===== config.mk =====
export PLATFORM = sky130hd
export DESIGN_NAME = itf_front
export DESIGN_NICKNAME = d
export VERILOG_FILES = /design/src/rtl/itf_pkg.sv /design/src/rtl/itf_front.sv
export SDC_FILE = /design/constraint.sdc
export NUM_CORES = 1
export LEC_CHECK = 0
export ABC_AREA = 1
export ABC_CLOCK_PERIOD_IN_PS = 3750
export BUFFER_PORTS_ARGS = -buffer_cell sky130_fd_sc_hd__buf_4
export CAP_MARGIN = 20
export CORE_AREA = 2 2 77 97
export DETAILED_ROUTE_END_ITERATION = 12
export DIE_AREA = 0 0 79 99
export PLACE_DENSITY_LB_ADDON = 0.25
export SLEW_MARGIN = 20
export SYNTH_ARGS = -nofsm -noshare
export SYNTH_HDL_FRONTEND = slang
export SYNTH_SLANG_ARGS = --single-unit

===== constraint.sdc =====
create_clock -name clk -period 3.75 [get_ports clk]
set_clock_uncertainty 0.05 [all_clocks]
set_input_delay 0.1875 -clock clk [delete_from_list [all_inputs] [get_ports clk]]
set_output_delay 0.1875 -clock clk [all_outputs]
set_load 0.02 [all_outputs]

===== src/rtl/itf_pkg.sv =====
package itf_pkg;
	localparam int SECTOR_WORDS = 256;
	localparam int SEEK_TICKS = 768;
	localparam int PTR_W = $clog2(SECTOR_WORDS) + 1;
	localparam int IDX_W = $clog2(SECTOR_WORDS);
	localparam int TMO_W = 10;

	localparam logic [2:0] REQ_READ = 3'd0;
	localparam logic [2:0] REQ_WRITE = 3'd1;
	localparam logic [2:0] REQ_TICK = 3'd2;
	localparam logic [2:0] REQ_RESET = 3'd3;
	localparam logic [2:0] REQ_FILL = 3'd4;

	localparam logic [2:0] PORT_DATA = 3'd0;
	localparam logic [2:0] PORT_ERROR = 3'd1;
	localparam logic [2:0] PORT_COUNT = 3'd2;
	localparam logic [2:0] PORT_SECTOR = 3'd3;
	localparam logic [2:0] PORT_CYL_LO = 3'd4;
	localparam logic [2:0] PORT_CYL_HI = 3'd5;
	localparam logic [2:0] PORT_HEAD = 3'd6;
	localparam logic [2:0] PORT_STATUS = 3'd7;

	localparam logic [7:0] ST_ERROR = 8'h01;
	localparam logic [7:0] ST_BUF_READY = 8'h08;
	localparam logic [7:0] ST_SEEK_DONE = 8'h10;
	localparam logic [7:0] ST_DRV_READY = 8'h40;
	localparam logic [7:0] ST_BUSY = 8'h80;
	localparam logic [7:0] CMD_READ = 8'h20;
	localparam logic [7:0] ERR_BAD_SECTOR = 8'h80;

	localparam logic [1:0] EVT_NONE = 2'd0;
	localparam logic [1:0] EVT_RESET = 2'd1;
	localparam logic [1:0] EVT_READ = 2'd2;

	localparam logic [0:0] CFG_SPT = 1'b0;
	localparam logic [0:0] CFG_HEADS = 1'b1;

	typedef enum logic [5:0] {
		OP_NOP = 6'b000001,
		OP_READ = 6'b000010,
		OP_WRITE = 6'b000100,
		OP_TICK = 6'b001000,
		OP_RESET = 6'b010000,
		OP_FILL = 6'b100000
	} op_t;

	typedef struct packed {
		op_t op;
		logic [2:0] port;
		logic [7:0] wbyte;
		logic [7:0] fill_index;
		logic [15:0] fill_word;
		logic fill_failed;
	} cmd_t;
endpackage


===== src/rtl/itf_front.sv =====
module itf_front import itf_pkg::*; (
	input logic clk,
	input logic arst_n,
	input logic in_valid,
	output logic in_stall,
	input logic [2:0] req_type,
	input logic [2:0] port,
	input logic [15:0] write_data,
	input logic [7:0] fill_index,
	input logic [15:0] fill_word,
	input logic fill_failed,
	output logic q_valid,
	output cmd_t q_cmd,
	input logic q_take
);
	// two-entry queue
	cmd_t mem_q [2];
	logic wp_q, rp_q;
	logic [1:0] cnt_q;
	cmd_t c;
	logic push;

	always_comb begin
		c.port = port;
		c.wbyte = write_data[7:0];
		c.fill_index = fill_index;
		c.fill_word = fill_word;
		c.fill_failed = fill_failed;
		case (req_type)
			REQ_READ: c.op = OP_READ;
			REQ_WRITE: c.op = OP_WRITE;
			REQ_TICK: c.op = OP_TICK;
			REQ_RESET: c.op = OP_RESET;
			REQ_FILL: c.op = OP_FILL;
			default: c.op = OP_NOP;
		endcase
	end

	assign in_stall = (cnt_q == 2'd2);
	assign push = in_valid && !in_stall;
	assign q_valid = (cnt_q != 2'd0);
	assign q_cmd = mem_q[rp_q];

	always_ff @(posedge clk) begin
		if (push) mem_q[wp_q] <= c;
	end

	always_ff @(posedge clk or negedge arst_n) begin
		if (!arst_n) begin
			wp_q <= 1'b0;
			rp_q <= 1'b0;
			cnt_q <= 2'd0;
		end else begin
			if (push) wp_q <= ~wp_q;
			if (q_take) rp_q <= ~rp_q;
			cnt_q <= cnt_q + {1'b0, push} - {1'b0, q_take};
		end
	end
endmodule


; Word-level counts from Yosys, hierarchy flattened
; Memory sizes are Yosys's and may differ from the RTL's.
; Index checks and enable logic that the tools add are counted.
[word_totals]
register_bits = 4
ram_bits = 84
input_bits = 51
word_cells = 20
n_memories = 1
[memory_table]
columns = name, words, width, rd, rd_clocked_by_memory_dff, wr, line_no
row1 = mem_q, 2, 42, 1, 0, 1, itf_front.sv:17  ; cmd_t mem_q [2];
[op_classes]
n_addsub = 2
eq_ne = 5
n_mux = 3
bitwise = 2
n_reduce_logical = 4
[op_table]
columns = cell, n
row1 = $pmux W6 S5, 1
row2 = $eq A3 B2 Y1 const B, 2
row3 = $eq A3 B1 Y1 const B, 1
row4 = $eq A3 B3 Y1 const B, 1
row5 = $logic_not A3 Y1, 1
row6 = $add A2 B1 Y2, 1
row7 = $eq A2 B2 Y1 const B, 1
row8 = $mux W1, 2
row9 = $not A1 Y1, 2
row10 = $reduce_bool A2 Y1, 1
row11 = $sub A2 B1 Y2, 1
row12 = $logic_and A1 B1 Y1, 1
row13 = $logic_not A1 Y1, 1

; Longest topological paths before layout
; Gate-level depths: netlist of run 1.
[depth]
word_depth = 5
depth_mapped = 9
ltp_nobuf = 9

; Worst setup path after synthesis of run 1
; No wires, ideal clock.
[synth_path]
path_type = flip-flop to flip-flop
start = register cnt_q[1]
end = memory mem_q[1][0] (netlist name), enable pin
setup_ps = 441
t_arrival_ps = 2325
required_ps = 3259
slack_ps = 934
path_stages_with_launch = 4
synth_period_minus_slack_ps = 2816
cell_sequence = dfrtp_1 > nand2_1 > nand2_1 > nor2_1
[synth_between]
elab_chain_len = 5
[synth_rtl]
columns = item, line_no
row1 = "start, declared", itf_front.sv:19  ; logic [1:0] cnt_q;
row2 = "start signal, assigned", itf_front.sv:56  ; cnt_q <= cnt_q + {1'b0, push} - {1'b0, q_take};
row3 = $eq A2 B2 Y1, itf_front.sv:39  ; assign in_stall = (cnt_q == 2'd2);
row4 = $logic_not A1 Y1, itf_front.sv:40  ; assign push = in_valid && !in_stall;
row5 = $logic_and A1 B1 Y1, itf_front.sv:40
row6 = $mux W1, itf_front.sv:45  ; if (push) mem_q[wp_q] <= c;
row7 = $mux W1 (not written as such), itf_front.sv:45
row8 = "end, declared", itf_front.sv:17
; No other way between the ends.

==> summary.md, run 1 <==
| Metric | Value |
|---|---|
| Total track usage | 0.1678 |
| CP startpoint | rp_q$_DFFE_PN0P_ |
| Pin count of the biggest net entering global routing | 67 |
| Sw power | 1194 uW |
| Yosys top cell by area | edfxtp_1 |
| Iteration count of the initial detailed-routing pass | 4 |
| Htree depth | 3 |
| Clock share of power | 0.205 |
| Number of port buffers | 86 |
| Routed WL per cell | 12.81 um |
| Slew @ Worst Pin | 968.4 ps |
| Die width | 79 um |
| Io pins | 95 |
| Max-slew violations | 0 |
| Root Buffer | clkbuf_8 |
| Share of the synthesized area in the top cell type | 0.7458 |
| RR Endpoint | mem_q[1][23]$_DFFE_PP_ |
| Status | completed |
| Worst-path clk slew | 80 ps |
| Number of global-route vias before repair | 2,177 |
| Maximum buffer depth of the clock tree | 2 |
| Initial antenna violation count | 0 |
| Resized Gates After CTS | 0 |
| Setup Viol. Count Final | 0 |
| Share of power burned in registers | 0.435 |
| Fmax | 430.7 MHz |
| Peak VDD IR | 0.0008576 V |
| RSZ-0062 raised after global routing | no |
| Slew headroom | 0.3544 |
| Initial core utilization | 0.4907 |
| Final Hold Vio Count | 0 |
| Cell leakage power | 0.002015 uW |
| # DRC | 0 |
| Layout cells sized above 1 | 0.2667 |
| Critical Path End Type | output pin |
| Chip Height | 99 um |
| Synthesized instance count | 257 |
| Top post-synthesis cells by area | edfxtp_1 75%, inv_1 5.9%, nand2_1 5.9% |
| Max FO, Critical Path | 66 |
| Final period utilization | 0.6191 |
| Core ar. | 6892 sq um |
| Hold_ws | 92.80 ps |
| Post-synthesis sequential area ratio | 0.7754 |
| TritonCTS Sinks | 88 |
| Reg2Reg Depth | 5 |
| DRT iter0 DRCs | 93 |
| Hold_buf cts | 38 |
| Critical path class | register to output pin |
| Register bit count reported by yosys | 88 |
| Die footprint | 7821 sq um |
| Post-route ant nets | 0 |
| CTS tree | yes |
| Placer Congestion | 0.7042 |
| Yosys cell types | 16 |
| Sw Share | 0.3497 |
| Row count | 34 |
| Crit path DAT | 2080 ps |
| Num CTS Buffers | 9 |
| Final Critical Period | 2322 ps |
| Synth Cell Area | 3382 sq um |
| Max Cap Violations | 0 |
| Final WL | 6149 um |
| Final nets | 438 |
| Area Growth Syn to Fin | 38.44% |
| Logic pwr share | 0.360 |
| Aggregate global routing overflow | 0 |
| Int Pwr | 2221 uW |
| Yosys warning count | 0 |
| Setup crit start kind | register |
| CP required | 3510 ps |
| DR vias | 2,185 |
| Post-CTS setup buffers | 0 |
| Wire length of the first global-routing pass | 9901 um |
| Commonest cells after routing, fill and taps aside | 88 x buf_4, 84 x edfxtp_1, 53 x nand2_1 |
| R2R Path Start | cnt_q[0]$_DFF_PN0_ |
| Reg-to-reg setup timing slack | 1700 ps |
| Syn Area/Cell | 13.16 sq um |
| Syn nets | 310 |
| Detail Placement HPWL | 3717 um |
| Worst Setup EP | q_cmd[30] |
| DR vias/cell | 4.552 |
| Most common cell after layout, fill and taps aside | buf_4 |
| Post-Route Setup TNS | 0 ps |
| Worst Hold Class | input pin to register |
| Worst skew pair latency | 340 ps |
| Power Density | 729.5 nW/um^2 |
| Antenna fix cells | 0 |
stage by stage:
| step | setup WS, ps | util | power [uW] | cell area [sq um] | std cells |
|---|---|---|---|---|---|
| 4_1_cts | 1409 | 0.6794 | 3454 | 4682 | 480 |
| 6_report | 1428 | 0.6794 | 3415 | 4682 | 480 |
| 3_3_place_gp | 1710 | 0.5931 | 2692 | 4088 | 426 |
| 5_1_grt | 1230 | 0.6794 | 3611 | 4682 | 480 |
| 2_1_floorplan | 934.0 | - | 2222 | 3382 | 257 |
| 3_5_place_dp | 1664 | 0.5931 | 2724 | 4088 | 426 |
worst max-delay path, stage by stage, from the launching register on:
cell	delay, ps
dfrtp_2	1010
buf_4	370
nand2_1	90
o21ai_1	100
buf_4	160
cell type report:
| type | count | area, sq um |
|---|---|---|
| clock inverters | 4 | 68.82 |
| well taps | 90 | 112.6 |
| inverters | 53 | 198.9 |
| repair buffers | 126 | 1041 |
| fillers | 509 | 2210 |
| flip-flops and latches | 88 | 2624 |
| multi-input cells | 107 | 491.7 |
| clock buffers | 12 | 145.1 |
cells in the mapped netlist:
cell	instances
nor3_1	3
xor2_1	1
nand2_1	53
o21ai_0	31
buf_2	1
buf_4	1
o21ai_1	11
buf_6	5
clkbuf_1	2
inv_1	53
ha_1	2
a21oi_1	1
nand3_1	2
dfrtp_1	4
nor2_1	3
edfxtp_1	84
metal layers:
metal / track usage / share of wire / wire length (um) / up-vias
met3: 0.03205 / 0.038 / 234 / 8
met5: 0 / 0 / 0 / -
met2: 0.3064 / 0.57 / 3510 / 47
li1: - / - / - / 1106
met1: 0.1850 / 0.37 / 2305 / 1024
met4: 0.07958 / 0.016 / 99 / 0
kinds of logic after synthesis:
logic type	share of synthesized area
xor gates and xnor gates	0.002590
AOI/OAI and AO/OA	0.06363
buffers and inverters	0.08139
adders and majority gates	0.007398
and+or+nand+nor	0.06955
DFF	0.7754
how the worst min path moves through the flow:
stage,start,endpoint,slack (ps),cells after the start
6_report,req_type[1],mem_q[0][38]$_DFFE_PP_,90,2
5_1_grt,req_type[1],mem_q[0][38]$_DFFE_PP_,80,2
4_1_cts,req_type[0],mem_q[1][39]$_DFFE_PP_,80,2
3_5_place_dp,arst_n,cnt_q[0]$_DFF_PN0_,-60,1
3_3_place_gp,arst_n,wp_q$_DFFE_PN0P_,-60,1
2_1_floorplan,arst_n,cnt_q[0]$_DFF_PN0_,-160,0
registers in the layout (all words and copies together) (netlist names):
register  count
rp_q          1
mem_q        84
cnt_q         2
wp_q          1
power by group through the flow:
stage	Sequential (uW)	Combinational (uW)	Clock, uW
2_1_floorplan	1420	805	0
3_3_place_gp	1500	1190	0
3_5_place_dp	1510	1210	0
4_1_cts	1490	1250	716
5_1_grt	1520	1340	755
6_report	1490	1230	699
Power figures use the tool's default switching activity.
==> inputs of run 2 (changes only) <==
--- a/config.mk
+++ b/config.mk
@@ -6,7 +6,7 @@
 export NUM_CORES = 1
 export LEC_CHECK = 0
 export ABC_AREA = 1
-export ABC_CLOCK_PERIOD_IN_PS = 3750
+export ABC_CLOCK_PERIOD_IN_PS = 2400
 export BUFFER_PORTS_ARGS = -buffer_cell sky130_fd_sc_hd__buf_4
 export CAP_MARGIN = 20
 export CORE_AREA = 2 2 77 97
==> constraint.sdc (replaced) <==
create_clock -name clk -period 2.4 [get_ports clk]
set_clock_uncertainty 0.05 [all_clocks]
set_input_delay 0.12 -clock clk [delete_from_list [all_inputs] [get_ports clk]]
set_output_delay 0.12 -clock clk [all_outputs]
set_load 0.02 [all_outputs]
==> run 2 against run 1 <==
Compared with the run above:
- critical path depth unchanged
- largest power group unchanged
- setup slack got worse by 990 ps
- routed wire length increased by 0.34%
- highest routed layer unchanged
- sequential power rose by 52%
- flip-flop and latch count unchanged
==> summary.md, run 2 (synthesis results as in run 1) <==
| Metric | Value |
|---|---|
| Placer Congestion | 0.6871 (-2.4%) |
| Io pins | 95 (unchanged) |
| Pin count of the biggest net entering global routing | 43 (-36%) |
| Detail Placement HPWL | 3696 um (-0.58%) |
| RSZ-0062 raised after global routing | no |
| DRT iter0 DRCs | 109 (+17%) |
| Fmax | 510.9 MHz |
| DR vias | 2,188 (+0.14%) |
| Slew headroom | 0.6120 (+0.2576) |
| Final nets | 440 (+0.46%) |
| Max-slew violations | 0 (unchanged) |
| Final Critical Period | 1957 ps |
| Layout cells sized above 1 | 0.2653 (-0.001361) |
| Maximum buffer depth of the clock tree | 2 (unchanged) |
| Root Buffer | clkbuf_8 |
| Die width | 79 um (unchanged) |
| Top Usage Layer GRT | met2 |
| Grt met3 use | 0.05037 (+0.01832) |
| Critical Path End Type | output pin |
| # DRC | 0 (unchanged) |
| Worst-path clk slew | 80 ps (about the same) |
| Critical path's slowest cell | dfrtp_2 |
| Commonest cells after routing, fill and taps aside | 89 x buf_4, 84 x edfxtp_1, 53 x nand2_1 |
| CP required | 2230 ps (-1280 ps) |
| Critical path class | register to output pin |
| Int Pwr | 3352 uW (+51%) |
| Max reg flops | 84 (unchanged) |
| Aggregate global routing overflow | 0 (unchanged) |
| Crit path DAT | 1790 ps (-290 ps) |
| Cell leakage power | 0.002011 uW (-0.22%) |
| Filler Cells Inserted | 546 (+7.3%) |
| Number of port buffers | 86 (unchanged) |
| CTS tree | yes |
| CP cell instances | buf_4 -> nand2_1 -> o21ai_1 -> buf_4 |
| Initial antenna violation count | 0 (unchanged) |
| Number of global-route vias before repair | 2,181 (+0.18%) |
| Num CTS Buffers | 9 (unchanged) |
| Power Density | 1115 nW/um^2 (+53%) |
| Iteration count of the initial detailed-routing pass | 4 (unchanged) |
| DR vias/cell | 4.539 (-0.28%) |
| Chip Height | 99 um (unchanged) |
| Antenna fix cells | 0 (unchanged) |
| Max Cap Violations | 0 (unchanged) |
| Status | completed |
| Final WL | 6170 um (+0.34%) |
| Die footprint | 7821 sq um (unchanged) |
| Worst Hold Class | input pin to register |
| Htree depth | 3 (unchanged) |
| Crit-path most repeated cell | buf_4 |
| Sw power | 1859 uW (+56%) |
| Wire length of the first global-routing pass | 9846 um (-0.56%) |
| Met1 Use GR | 0.1839 (-0.001081) |
| Share of power burned in registers | 0.433 (-0.002) |
| Worst skew pair latency | 330 ps (about the same) |
| Setup crit start kind | register |
| Peak per-stage delay on the critical path | 720 ps (-290 ps) |
| Met2 GRT Util | 0.3077 (+0.001304) |
| Logic pwr share | 0.388 (+0.028) |
| Max FO, Critical Path | 36 (-45%) |
| Clock share of power | 0.178 (-0.027) |
| Core ar. | 6892 sq um (unchanged) |
| Total track usage | 0.1684 (+0.0006216) |
| Routed WL per cell | 12.80 um (about the same) |
| Slew @ Worst Pin | 582.0 ps (-386.4 ps) |
| Most flops, register | mem_q |
| Overall Power | 5211 uW (+53%) |
| Post-route ant nets | 0 (unchanged) |
| Post-Route Setup TNS | 0 ps (unchanged) |
| Final period utilization | 0.8156 |
| Row count | 34 (unchanged) |
| Area Growth Syn to Fin | 38.18% |
| Sw Share | 0.3567 (+0.006997) |
| Final Hold Vio Count | 0 (unchanged) |
| Initial core utilization | 0.4907 (unchanged) |
| Post-CTS setup buffers | 0 (unchanged) |
| TritonCTS Sinks | 88 (unchanged) |
| Setup Viol. Count Final | 0 (unchanged) |
| Biggest regs | mem_q x84, cnt_q x2 |
| Most common cell after layout, fill and taps aside | buf_4 |
| Peak VDD IR | 0.0009105 V (+6.2%) |
[run 2: power by group through the flow]
stage          registers (uW)  logic, uW  clock network (uW)
2_1_floorplan            2210       1260                   0
3_3_place_gp             2280       1960                   0
3_5_place_dp             2300       1990                   0
4_1_cts                  2260       2040                 953
5_1_grt                  2300       2210                1020
6_report                 2260       2020                 930
[run 2: path summary, 6_finish.rpt]
| check | slack, ps | end | depth (start not counted) | start |
|---|---|---|---|---|
| worst max register to register | 800 | mem_q[0][14]$_DFFE_PP_ | 4 | cnt_q[1]$_DFF_PN0_ |
| worst min-delay path | 30 | mem_q[0][39]$_DFFE_PP_ | 2 | req_type[0] |
| min in group asynchronous | 70 | cnt_q[0]$_DFF_PN0_ | 2 | arst_n |
| max in group asynchronous | 2110 | rp_q$_DFFE_PN0P_ | 2 | arst_n |
| worst min register to register | 430 | wp_q$_DFFE_PN0P_ | 2 | wp_q$_DFFE_PN0P_ |
| worst max-delay path | 440 | q_cmd[31] | 4 | rp_q$_DFFE_PN0P_ |
[run 2: critical path: cells and delay by family, from the launching register on]
kind | cells | cell delay (ps)
flops | 1 | 720
compound gates | 1 | 110
buf+inv | 2 | 540
simple gates | 1 | 80
[run 2: cell type report]
cell class,count,area (sq um),share of cell area
Timing Repair Buffer,128,1069,0.2286
Tap cell,90,112.6,0.02410
Multi-Input combinational cell,107,491.7,0.1052
Clock inverter,6,50.05,0.01071
Sequential cell,88,2624,0.5614
Clock buffer,10,127.6,0.02731
Inverter,53,198.9,0.04257
[run 2: per-stage QoR]
stage,cell area [sq um],util,std cells,hold slack (ps),setup slack (ps)
CTS,4673,0.6781,482,13.65,388.6
global placement,4115,0.5971,428,-130.1,784.2
global route,4673,0.6781,482,9.885,236.4
detailed placement,4115,0.5971,428,-128.7,769.4
floorplan,3385,-,257,-225.6,279.5
finish,4673,0.6781,482,33.14,442.5
[run 2: repair_timing]
item,CTS,global route
gates resized for setup,0,0
hold buffers,38,0
hold endpoints to repair,77,0
[run 2: routing by layer]
metal / wire length, um / part of all wire / vias up
li1: - / - / 1111
met4: 65 / 0.011 / 0
met3: 228 / 0.037 / 6
met2: 3461 / 0.56 / 45
met1: 2414 / 0.39 / 1026
met5: 0 / 0 / -
==> inputs of run 3 (changes only) <==
--- a/config.mk
+++ b/config.mk
@@ -5,13 +5,13 @@
 export SDC_FILE = /design/constraint.sdc
 export NUM_CORES = 1
 export LEC_CHECK = 0
-export ABC_AREA = 1
-export ABC_CLOCK_PERIOD_IN_PS = 2400
+export ABC_AREA = 0
+export ABC_CLOCK_PERIOD_IN_PS = 1700
 export BUFFER_PORTS_ARGS = -buffer_cell sky130_fd_sc_hd__buf_4
 export CAP_MARGIN = 20
-export CORE_AREA = 2 2 77 97
+export CORE_AREA = 2 2 80 102
 export DETAILED_ROUTE_END_ITERATION = 12
-export DIE_AREA = 0 0 79 99
+export DIE_AREA = 0 0 82 104
 export PLACE_DENSITY_LB_ADDON = 0.25
 export SLEW_MARGIN = 20
 export SYNTH_ARGS = -nofsm -noshare
==> constraint.sdc (replaced) <==
create_clock -name clk -period 1.7 [get_ports clk]
set_clock_uncertainty 0.05 [all_clocks]
set_input_delay 0.085 -clock clk [delete_from_list [all_inputs] [get_ports clk]]
set_output_delay 0.085 -clock clk [all_outputs]
set_load 0.02 [all_outputs]
==> run 3 against run 2 <==
Compared with the run above:
- via count down 16%
- register-to-register slack worse by 690 ps
- combinational power up 64%
- critical path depth down 1
- largest cell class unchanged
==> summary.md, run 3 <==
| Metric | Value |
|---|---|
| Htree depth | 3 (unchanged) |
| Wire length of the first global-routing pass | 9418 um (-4.3%) |
| Commonest cells after routing, fill and taps aside | 88 x buf_4, 84 x edfxtp_1, 40 x dlygate4sd3_1 |
| Post-Route Setup TNS | 0 ps (unchanged) |
| DRT iter0 DRCs | 69 (-37%) |
| Crit path DAT | 1510 ps (-280 ps) |
| # DRC | 0 (unchanged) |
| Slew @ Worst Pin | 264.2 ps (-317.8 ps) |
| Post-synthesis sequential area ratio | 0.7556 (-0.01985) |
| Final worst slack | 50.70 ps (-391.8 ps) |
| DR vias/cell | 4.661 (+2.7%) |
| Post-synthesis mux area share | 0.1784 (+0.1784) |
| Synthesized instance count | 154 (-40%) |
| Num CTS Buffers | 9 (unchanged) |
| Peak VDD IR | 0.0008746 V (-3.9%) |
| Max reg flops | 84 (unchanged) |
| Max-slew violations | 0 (unchanged) |
| Critical path's slowest cell | dfrtp_2 |
| Worst-path clk slew | 80 ps (about the same) |
| Slew headroom | 0.8235 (+0.2115) |
| Post-synthesis compound-gate area fraction | 0.002163 (-0.06147) |
| Top post-synthesis cells by area | edfxtp_1 73%, mux2_4 17%, dfrtp_1 2.9% |
| TritonCTS Sinks | 88 (unchanged) |
| CP cell instances | buf_12 -> mux2_2 -> buf_4 |
| Syn Area/Cell | 22.54 sq um (+71%) |
| Final WL | 5890 um (-4.5%) |
| Yosys top cell by area | edfxtp_1 |
| Yosys warning count | 0 (unchanged) |
| Maximum buffer depth of the clock tree | 2 (unchanged) |
| CP delay by family, top | flip-flops |
| Max FO, Critical Path | 24 (-33%) |
| Synth top cells by count | 84 x edfxtp_1, 39 x mux2_4, 4 x buf_12, 4 x dfrtp_1 |
| Biggest regs | mem_q x84, cnt_q x2 |
| Post-Synth Adder-Cell Area | 0.007210 (-0.0001894) |
| Final Critical Period | 1649 ps |
| RSZ-0062 raised after global routing | no |
| Aggregate global routing overflow | 0 (unchanged) |
| Antenna fix cells | 0 (unchanged) |
| Chip Height | 104 um (+5.1%) |
| Most flops, register | mem_q |
| Register bit count reported by yosys | 88 (unchanged) |
| Number of global-route vias before repair | 1,955 (-10%) |
| Die width | 82 um (+3.8%) |
| Post-Route Utilization | 0.6374 (-0.04070) |
| Pin count of the biggest net entering global routing | 25 (-42%) |
| Max Cap Violations | 0 (unchanged) |
| Routed WL per cell | 15.03 um (+17%) |
| Io pins | 95 (unchanged) |
| Worst skew pair latency | 350 ps (+20 ps) |
| Post-Synth XOR/XNOR Area | 0.01009 (+0.007504) |
| CP required | 1560 ps (-670 ps) |
| CTS tree | yes |
| Post-synth EDFFs | 84 (unchanged) |
| Number of port buffers | 86 (unchanged) |
| Worst path bufs/invs | 2 (unchanged) |
| Post-place setup slack | 99.16 ps (-670.3 ps) |
| Fmax | 606.3 MHz |
| Die footprint | 8528 sq um (+9.0%) |
| Power Density | 1579 nW/um^2 (+42%) |
| Row count | 36 (+5.9%) |
| Yosys cell types | 19 (+3) |
| Iteration count of the initial detailed-routing pass | 4 (unchanged) |
| Setup Viol. Count Final | 0 (unchanged) |
| Most common cell after layout, fill and taps aside | buf_4 |
| Final period utilization | 0.9702 |
| Post-route ant nets | 0 (unchanged) |
| Core ar. | 7567 sq um (+9.8%) |
| Async SR Flop Fraction | 0.04545 (unchanged) |
| Setup crit start kind | register |
| Critical path class | register to output pin |
| Final nets | 345 (-22%) |
| Total track usage | 0.1502 (-0.01819) |
| Initial antenna violation count | 0 (unchanged) |
| Simple-gate share of the synthesized area | 0.01802 (-0.05153) |
| Placer Congestion | 0.6892 (+0.31%) |
| Finished Layout Cells | 392 (-19%) |
| DR vias | 1,827 (-16%) |
| Placed Cells incl. Taps | 336 (-21%) |
| Most frequent cell after synthesis | edfxtp_1 |
| Layout cells sized above 1 | 0.5219 (+0.2566) |
| Largest family of logic cells by synthesized area | multiplexers |
| Area Growth Syn to Fin | 38.97% |
| Status | completed |
| Worst Hold Class | input pin to register |
| Synth Cell Area | 3471 sq um (+2.6%) |
| Cell leakage power | 0.001951 uW (-3.0%) |
| Share of the synthesized area in the top cell type | 0.7267 (-0.01909) |
| Synth Flop Type | edfxtp_1 |
| Filler Cells Inserted | 552 (+1.1%) |
| Syn nets | 207 (-33%) |
| Final Hold Vio Count | 0 (unchanged) |
| Peak per-stage delay on the critical path | 410 ps (-310 ps) |
| Initial core utilization | 0.4587 (-0.03208) |
| Critical Path End Type | output pin |
| Root Buffer | clkbuf_8 |
-- run 3: cells by family after synthesis --
group,Yosys count
compound gates,1
xor+xnor,4
fa+ha+maj,2
buf+inv,7
flops,88
mux,42
simple gates,10
-- run 3: what timing repair did --
| action | CTS | global route |
|---|---|---|
| buffers inserted | 0 | 0 |
| hold endpoints to repair | 78 | 0 |
| setup endpoints to repair | 0 | 1 |
| hold buffers | 40 | 0 |
| gates resized for setup | 0 | 2 |
-- run 3: per-stage QoR --
| step | power (uW) | cell area, sq um | hold slack [ps] |
|---|---|---|---|
| floorplan | 5379 | 3482 | -260.6 |
| global placement | 6371 | 4252 | -166.6 |
| detailed placement | 6434 | 4252 | -165.7 |
| CTS | 7688 | 4808 | 4.686 |
| global route | 8019 | 4823 | 11.68 |
| finish | 7615 | 4823 | 23.12 |
-- run 3: worst register-to-register path: stages, from the launching register on --
cell and delay, ps:
dfrtp_1 430, nand2b_4 100, nand2_2 90, ha_1 290, inv_1 40, ha_1 190, xnor2_2 150, xnor2_1 130
-- run 3: per-layer routing --
layer | share of wire | wire, um | up-vias | GRT usage
li1 | - | - | 871 | -
met1 | 0.37 | 2207 | 896 | 0.1594
met2 | 0.56 | 3294 | 50 | 0.2683
met3 | 0.048 | 285 | 10 | 0.04774
met4 | 0.018 | 104 | 0 | 0.05714
met5 | 0 | 0 | - | 0
-- run 3: path summary, 6_finish.rpt --
check | to | cells past startpoint | slack [ps] | start
max | q_cmd[41] | 3 | 50 | rp_q$_DFFE_PN0P_
min | mem_q[1][38]$_DFFE_PP_ | 2 | 20 | req_type[2]
max reg2reg | cnt_q[1]$_DFF_PN0_ | 7 | 110 | cnt_q[1]$_DFF_PN0_
min reg2reg | cnt_q[0]$_DFF_PN0_ | 1 | 500 | cnt_q[0]$_DFF_PN0_
max in group asynchronous | rp_q$_DFFE_PN0P_ | 3 | 830 | arst_n
min in group asynchronous | cnt_q[1]$_DFF_PN0_ | 3 | 580 | arst_n
-- run 3: where the power goes --
part	total, uW	switching [uW]	internal [uW]	leakage, uW
combinational	3310	1610	1700	0.00104
clock	1180	661	519	0.0000866
sequential	3130	159	2970	0.000828
total	7620	2430	5190	0.00195
-- run 3: area by class of cell --
cell class	instances	area, sq um	area share
Sequential cell	88	2624	0.5440
Tap cell	95	118.9	0.02464
Clock buffer	11	131.4	0.02724
Inverter	2	7.507	0.001556
Multi-Input combinational cell	59	775.7	0.1608
Timing Repair Buffer	132	1141	0.2366
Clock inverter	5	25.02	0.005188
